[config.mk]
export PLATFORM = sky130hd
export DESIGN_NAME = sdlp_cell
export DESIGN_NICKNAME = d
export VERILOG_FILES = /design/src/rtl/core/sdlp_pkg.sv /design/src/rtl/core/sdlp_cell.sv
export SDC_FILE = /design/constraint.sdc
export NUM_CORES = 1
export LEC_CHECK = 0
export ABC_AREA = 1
export BUFFER_PORTS_ARGS = -buffer_cell sky130_fd_sc_hd__buf_2
export CORE_ASPECT_RATIO = 0.9
export CORE_MARGIN = 8
export CORE_UTILIZATION = 50
export DETAILED_ROUTE_END_ITERATION = 8
export HOLD_SLACK_MARGIN = 0.08
export PLACE_DENSITY_LB_ADDON = 0.08
export SYNTH_ARGS = -nofsm -noshare
export SYNTH_HDL_FRONTEND = slang
export SYNTH_SLANG_ARGS = --single-unit
export TNS_END_PERCENT = 100
[constraint.sdc]
create_clock -name clk_i -period 2.25 [get_ports clk_i]
set_input_delay 0.45 -clock clk_i [delete_from_list [all_inputs] [get_ports clk_i]]
set_output_delay 0.45 -clock clk_i [all_outputs]
set_load 0.05 [all_outputs]
[src/rtl/core/sdlp_pkg.sv]
// Shared types and constants of the stepdown level planner.
package sdlp_pkg;

  localparam int unsigned MAX_LEVELS_DEF  = 63;
  localparam int unsigned HEIGHT_BITS_DEF = 32;
  localparam int unsigned STEP_BITS       = 31;
  localparam int unsigned CFG_IDX_BITS    = 2;
  localparam int unsigned CFG_DATA_DEF    = 32;

  // Register indexes of the configuration port.
  localparam logic [CFG_IDX_BITS-1:0] REG_STOCK_TOP  = 2'd0;
  localparam logic [CFG_IDX_BITS-1:0] REG_FACE       = 2'd1;
  localparam logic [CFG_IDX_BITS-1:0] REG_STEP_DEPTH = 2'd2;

  typedef enum logic [2:0] {
    ST_IDLE,
    ST_CLEAR,
    ST_FILL,
    ST_EXTRA,
    ST_INSERT,
    ST_EMIT
  } plan_state_e;

  typedef enum logic [2:0] {
    CELL_HOLD,
    CELL_CLR,
    CELL_CMP,
    CELL_INS,
    CELL_APPEND,
    CELL_SHL
  } cell_op_e;

  typedef struct packed {
    logic valid;
    logic keep;
    logic near;
  } cell_stat_t;

endpackage

[src/rtl/core/sdlp_cell.sv]
// One cell of the sorted level chain: holds a level and trades it with its neighbors.
module sdlp_cell #(
  parameter int unsigned HEIGHT_BITS = sdlp_pkg::HEIGHT_BITS_DEF
) (
  input  logic                          clk_i,
  input  logic                          rst_ni,
  input  sdlp_pkg::cell_op_e            op_i,
  input  logic signed [HEIGHT_BITS-1:0] x_i,
  input  logic                          prev_keep_i,
  input  logic                          prev_valid_i,
  input  logic signed [HEIGHT_BITS-1:0] prev_value_i,
  input  logic                          next_valid_i,
  input  logic signed [HEIGHT_BITS-1:0] next_value_i,
  output logic signed [HEIGHT_BITS-1:0] value_o,
  output sdlp_pkg::cell_stat_t          stat_o
);

  logic signed [HEIGHT_BITS-1:0] value_q, value_d;
  logic                          valid_q, valid_d;
  logic                          gt_q, gt_d;
  logic                          near_q, near_d;
  logic signed [HEIGHT_BITS:0]   diff;
  logic                          keep;

  assign diff = {value_q[HEIGHT_BITS-1], value_q} - {x_i[HEIGHT_BITS-1], x_i};
  // Hold the entry when it stays ahead of the new level, or whenever it is valid during an append.
  assign keep = valid_q & ((op_i == sdlp_pkg::CELL_APPEND) | gt_q);

  always_comb begin
    value_d = value_q;
    valid_d = valid_q;
    gt_d    = gt_q;
    near_d  = near_q;
    unique case (op_i)
      sdlp_pkg::CELL_HOLD: begin
      end
      sdlp_pkg::CELL_CLR: begin
        valid_d = 1'b0;
      end
      sdlp_pkg::CELL_CMP: begin
        gt_d   = valid_q & (value_q > x_i);
        near_d = valid_q & ((diff == '0) || (diff == (HEIGHT_BITS+1)'(1)) || (diff == '1));
      end
      sdlp_pkg::CELL_INS, sdlp_pkg::CELL_APPEND: begin
        if (keep) begin
          value_d = value_q;
        end else if (prev_keep_i) begin
          value_d = x_i;
          valid_d = 1'b1;
        end else begin
          value_d = prev_value_i;
          valid_d = prev_valid_i;
        end
      end
      sdlp_pkg::CELL_SHL: begin
        value_d = next_value_i;
        valid_d = next_valid_i;
      end
      default: begin
      end
    endcase
  end

  always_ff @(posedge clk_i or negedge rst_ni) begin
    if (!rst_ni) begin
      valid_q <= 1'b0;
    end else begin
      valid_q <= valid_d;
    end
  end

  always_ff @(posedge clk_i) begin
    value_q <= value_d;
    gt_q    <= gt_d;
    near_q  <= near_d;
  end

  assign value_o      = value_q;
  assign stat_o.valid = valid_q;
  assign stat_o.keep  = keep;
  assign stat_o.near  = near_q;

endmodule

==> impl_metrics.yaml <==
sta:
  min_period_ns: 2.315
  finalSetupViolCount: 1
  worst_pin_slew_ns: 0.3295
  fmax_ghz: 0.4320
  rsz0062_at_grt: "true"
  setup_ws_ns: -0.06474
  period_share: 1.029
  skew_ns: 0.007624
  finalHoldViolations: 0
  relSlewSlack: 0.7804
  whs_ns: 0.4453
  finalMaxSlewViolations: 0
setup_path:
  cp_max_fo: 5
  crit_buf_inv: 2
  startpoint_type: "flip-flop"
  crit_path_top_delay_cell: "edfxtp_1"
  crit_chain: "ha_4, nand2_1, inv_1, nand2_1, nand2_1, nand2_1, nand2_1, inv_1, nand2_2, nand2_2, nand2_2, nand2_1, nand2_1, nand2_1, nor2_1, nand4_1, a21oi_1"
  worst_ep_arrival_time_ns: 2.46
  path_common_cell: "nand2_1"
  cp_top_family: "simple AND/OR/NAND/NOR gates"
  critPathCaptureType: "flip-flop"
  cp_slowest_stage_delay_ns: 0.45
  critical_path_class: "reg2reg"
  required_ns: 2.39
logic_synthesis:
  synth.largest_area_cell: "nand2_1"
  ys_ff_latch: 35
  synthArstFlopShare: 0.02857
  synth.distinct_cells: 36
  synth_top_area_frac: 0.2705
  synth_warnings: 0
  syn_avg_cell_area_um2: 5.588
  synth_seq_area_share: 0.1968
  synth_edf_count: 34
  synth_common_cells: "nand2_1 (383), inv_1 (177), o21ai_0 (68)"
  synth_area_mm2: 0.005314
  synth_flop_cell: "edfxtp_1"
  synth.most_common_cell: "nand2_1"
  synth_cells: 951
  syn-num-nets: 1090
  synth_area_leaders: "nand2_1 (27%), edfxtp_1 (19%), inv_1 (13%)"
layout:
  antennaDiodeCount: 0
  syn_to_final_growth_pct: 41.61
  n_fill_cell: 902
  final_cells: 1304
  final_core_util: 0.7312
  fin_nets: 1313
  fin_area_mm2: 0.007525
  drive_gt1_frac: 0.3345
clocking:
  clockBufferDepth: 2
  insertion_delay_ns: 0.28
  cts-root-buf: "clkbuf_16"
  cts_made_buffers: 5
  cts.htree.levels: 2
  clk_pin_slew_ns: 0.07
  tritoncts: "done"
  clock_sinks: 35
floorplanning:
  initial_core_util: 0.5164
  core_mm2: 0.01029
  std_cell_rows: 35
  io_pins: 139
  die_w_um: 124.7
  die_h_um: 113.8
  die-area_mm2: 0.01419
route:
  ant_nets: 0
  wl_per_cell_um: 14.47
  first_pass_iters: 5
  drtIter0Drc: 537
  drc_errors: 0
  vias: 6560
  viasPerCell: 5.031
  routed_wl_um: 18880
grt:
  antenna_found_initial: 0
  grt.overflow.total: 0
  grt_max_degree: 66
  grt_pass1_wl_um: 29460
  grt_pass1_vias: 6220
  track_usage: 0.2503
outcome:
  violations: "setup timing"
  status: "finished with violations"
place:
  placed_cell_area_mm2: 0.006829
  portBuffers: 138
  place_congestion: 0.9583
  hpwl_um: 15190
  dp.cells: 1289
pwr:
  p_per_area_mw_per_mm2: 497.3
  vdd_ir_drop_max_v: 0.0003052
  leakage_nw: 4.176
min_path:
  hold_class: "in2reg"
run:
  drv_cap: 0
## cells in the final DEF (no fill, tap or decap), types with 2 or more instances in the layout
| master | instances |
|---|---|
| a21oi_1 | 9 |
| nand4_1 | 12 |
| ha_4 | 23 |
| inv_1 | 173 |
| nor3_1 | 2 |
| nand3_4 | 2 |
| nor3_2 | 4 |
| a21oi_2 | 9 |
| buf_2 | 138 |
| a31oi_1 | 2 |
| ha_1 | 8 |
| nand3_1 | 52 |
| buf_12 | 3 |
| o21ai_0 | 68 |
| nand3b_1 | 3 |
| nor3_4 | 2 |
| inv_2 | 21 |
| and2_1 | 6 |
| nor2_1 | 41 |
| ha_2 | 3 |
| clkbuf_16 | 5 |
| and2_4 | 2 |
| edfxtp_1 | 34 |
| nand2_1 | 361 |
| nand2_2 | 40 |
| nor2_4 | 6 |
| nand2_4 | 12 |
| nor2_2 | 20 |
| nand3_2 | 6 |
| buf_4 | 90 |
## power by group
group | total (W) | internal, W | leakage [nW] | switching (W)
combinational | 0.00216 | 0.000843 | 3.77 | 0.00132
sequential | 0.000839 | 0.000791 | 0.334 | 0.0000474
clock | 0.000739 | 0.000441 | 0.0739 | 0.000299
## flip-flops by register name (all words and copies together), names as in the netlist
signal,flops
gt_q,1
near_q,1
valid_q,1
value_o,32
## kinds of logic after synthesis
| kind of cell | count (synthesis) | synth area share |
|---|---|---|
| fa+ha+maj | 35 | 0.08382 |
| flops | 35 | 0.1968 |
| simple gates | 573 | 0.4705 |
| buf+inv | 212 | 0.1519 |
| xor+xnor | 3 | 0.004946 |
| compound gates | 93 | 0.09207 |
## worst register-to-register path, cell delays in order, from the launching register on
cell and delay (ns):
edfxtp_1 0.45, ha_4 0.34, nand2_1 0.09, inv_1 0.13, nand2_1 0.08, nand2_1 0.09, nand2_1 0.06, nand2_1 0.09
inv_1 0.07, nand2_2 0.09, nand2_2 0.09, nand2_2 0.08, nand2_1 0.04, nand2_1 0.05, nand2_1 0.05, nor2_1 0.12
nand4_1 0.11, a21oi_1 0.14
## metrics by stage
stage / setup WS [ns] / setup TNS (ns) / total power (W)
floorplan: -0.2715 / -0.2961 / 0.002090
finish: -0.06474 / -0.06474 / 0.003742
detailed placement: -0.2926 / -0.4675 / 0.002756
CTS: -0.05576 / -0.05576 / 0.003552
global route: -0.2414 / -0.2924 / 0.003991
global placement: -0.2632 / -0.4004 / 0.002728
## path summary, 6_finish.rpt
check	start	to	slack (ns)	depth (start not counted)
min in group asynchronous	rst_ni	valid_q	0.47	2
worst min register to register	valid_q	valid_q	0.61	2
worst max-delay path	value_o[9]	near_q	-0.06	17
max in group asynchronous	rst_ni	valid_q	1.70	2
worst max register to register	value_o[9]	near_q	-0.06	17
worst min-delay path	next_value_i[22]	value_o[22]	0.45	3
## cell type report
type | count | area (µm²) | area share
inverters | 195 | 732.0 | 0.09727
clock buffers | 7 | 142.6 | 0.01896
well taps | 129 | 161.4 | 0.02145
repair buffers | 233 | 1448 | 0.1924
flip-flops and latches | 35 | 1046 | 0.1390
multi-input cells | 704 | 3990 | 0.5303
clock inverters | 1 | 5.005 | 0.0006651
## repair_timing
item | CTS | global route
hold buffers | 1 | 0
gates resized for setup | 30 | 63
endpoints found under the setup margin | 2 | 2
endpoints found under the hold margin | 1 | 0
buffers inserted | 2 | 4
pin swaps | 20 | 18
## metal layers
metal	vias to the layer above	global-route usage	part of all wire
li1	3369	-	-
met1	2888	0.3443	0.46
met2	270	0.3863	0.43
met3	33	0.05795	0.092
met4	0	0.05774	0.018
met5	-	0	0
No activity file was read; power rests on OpenSTA's default activity.
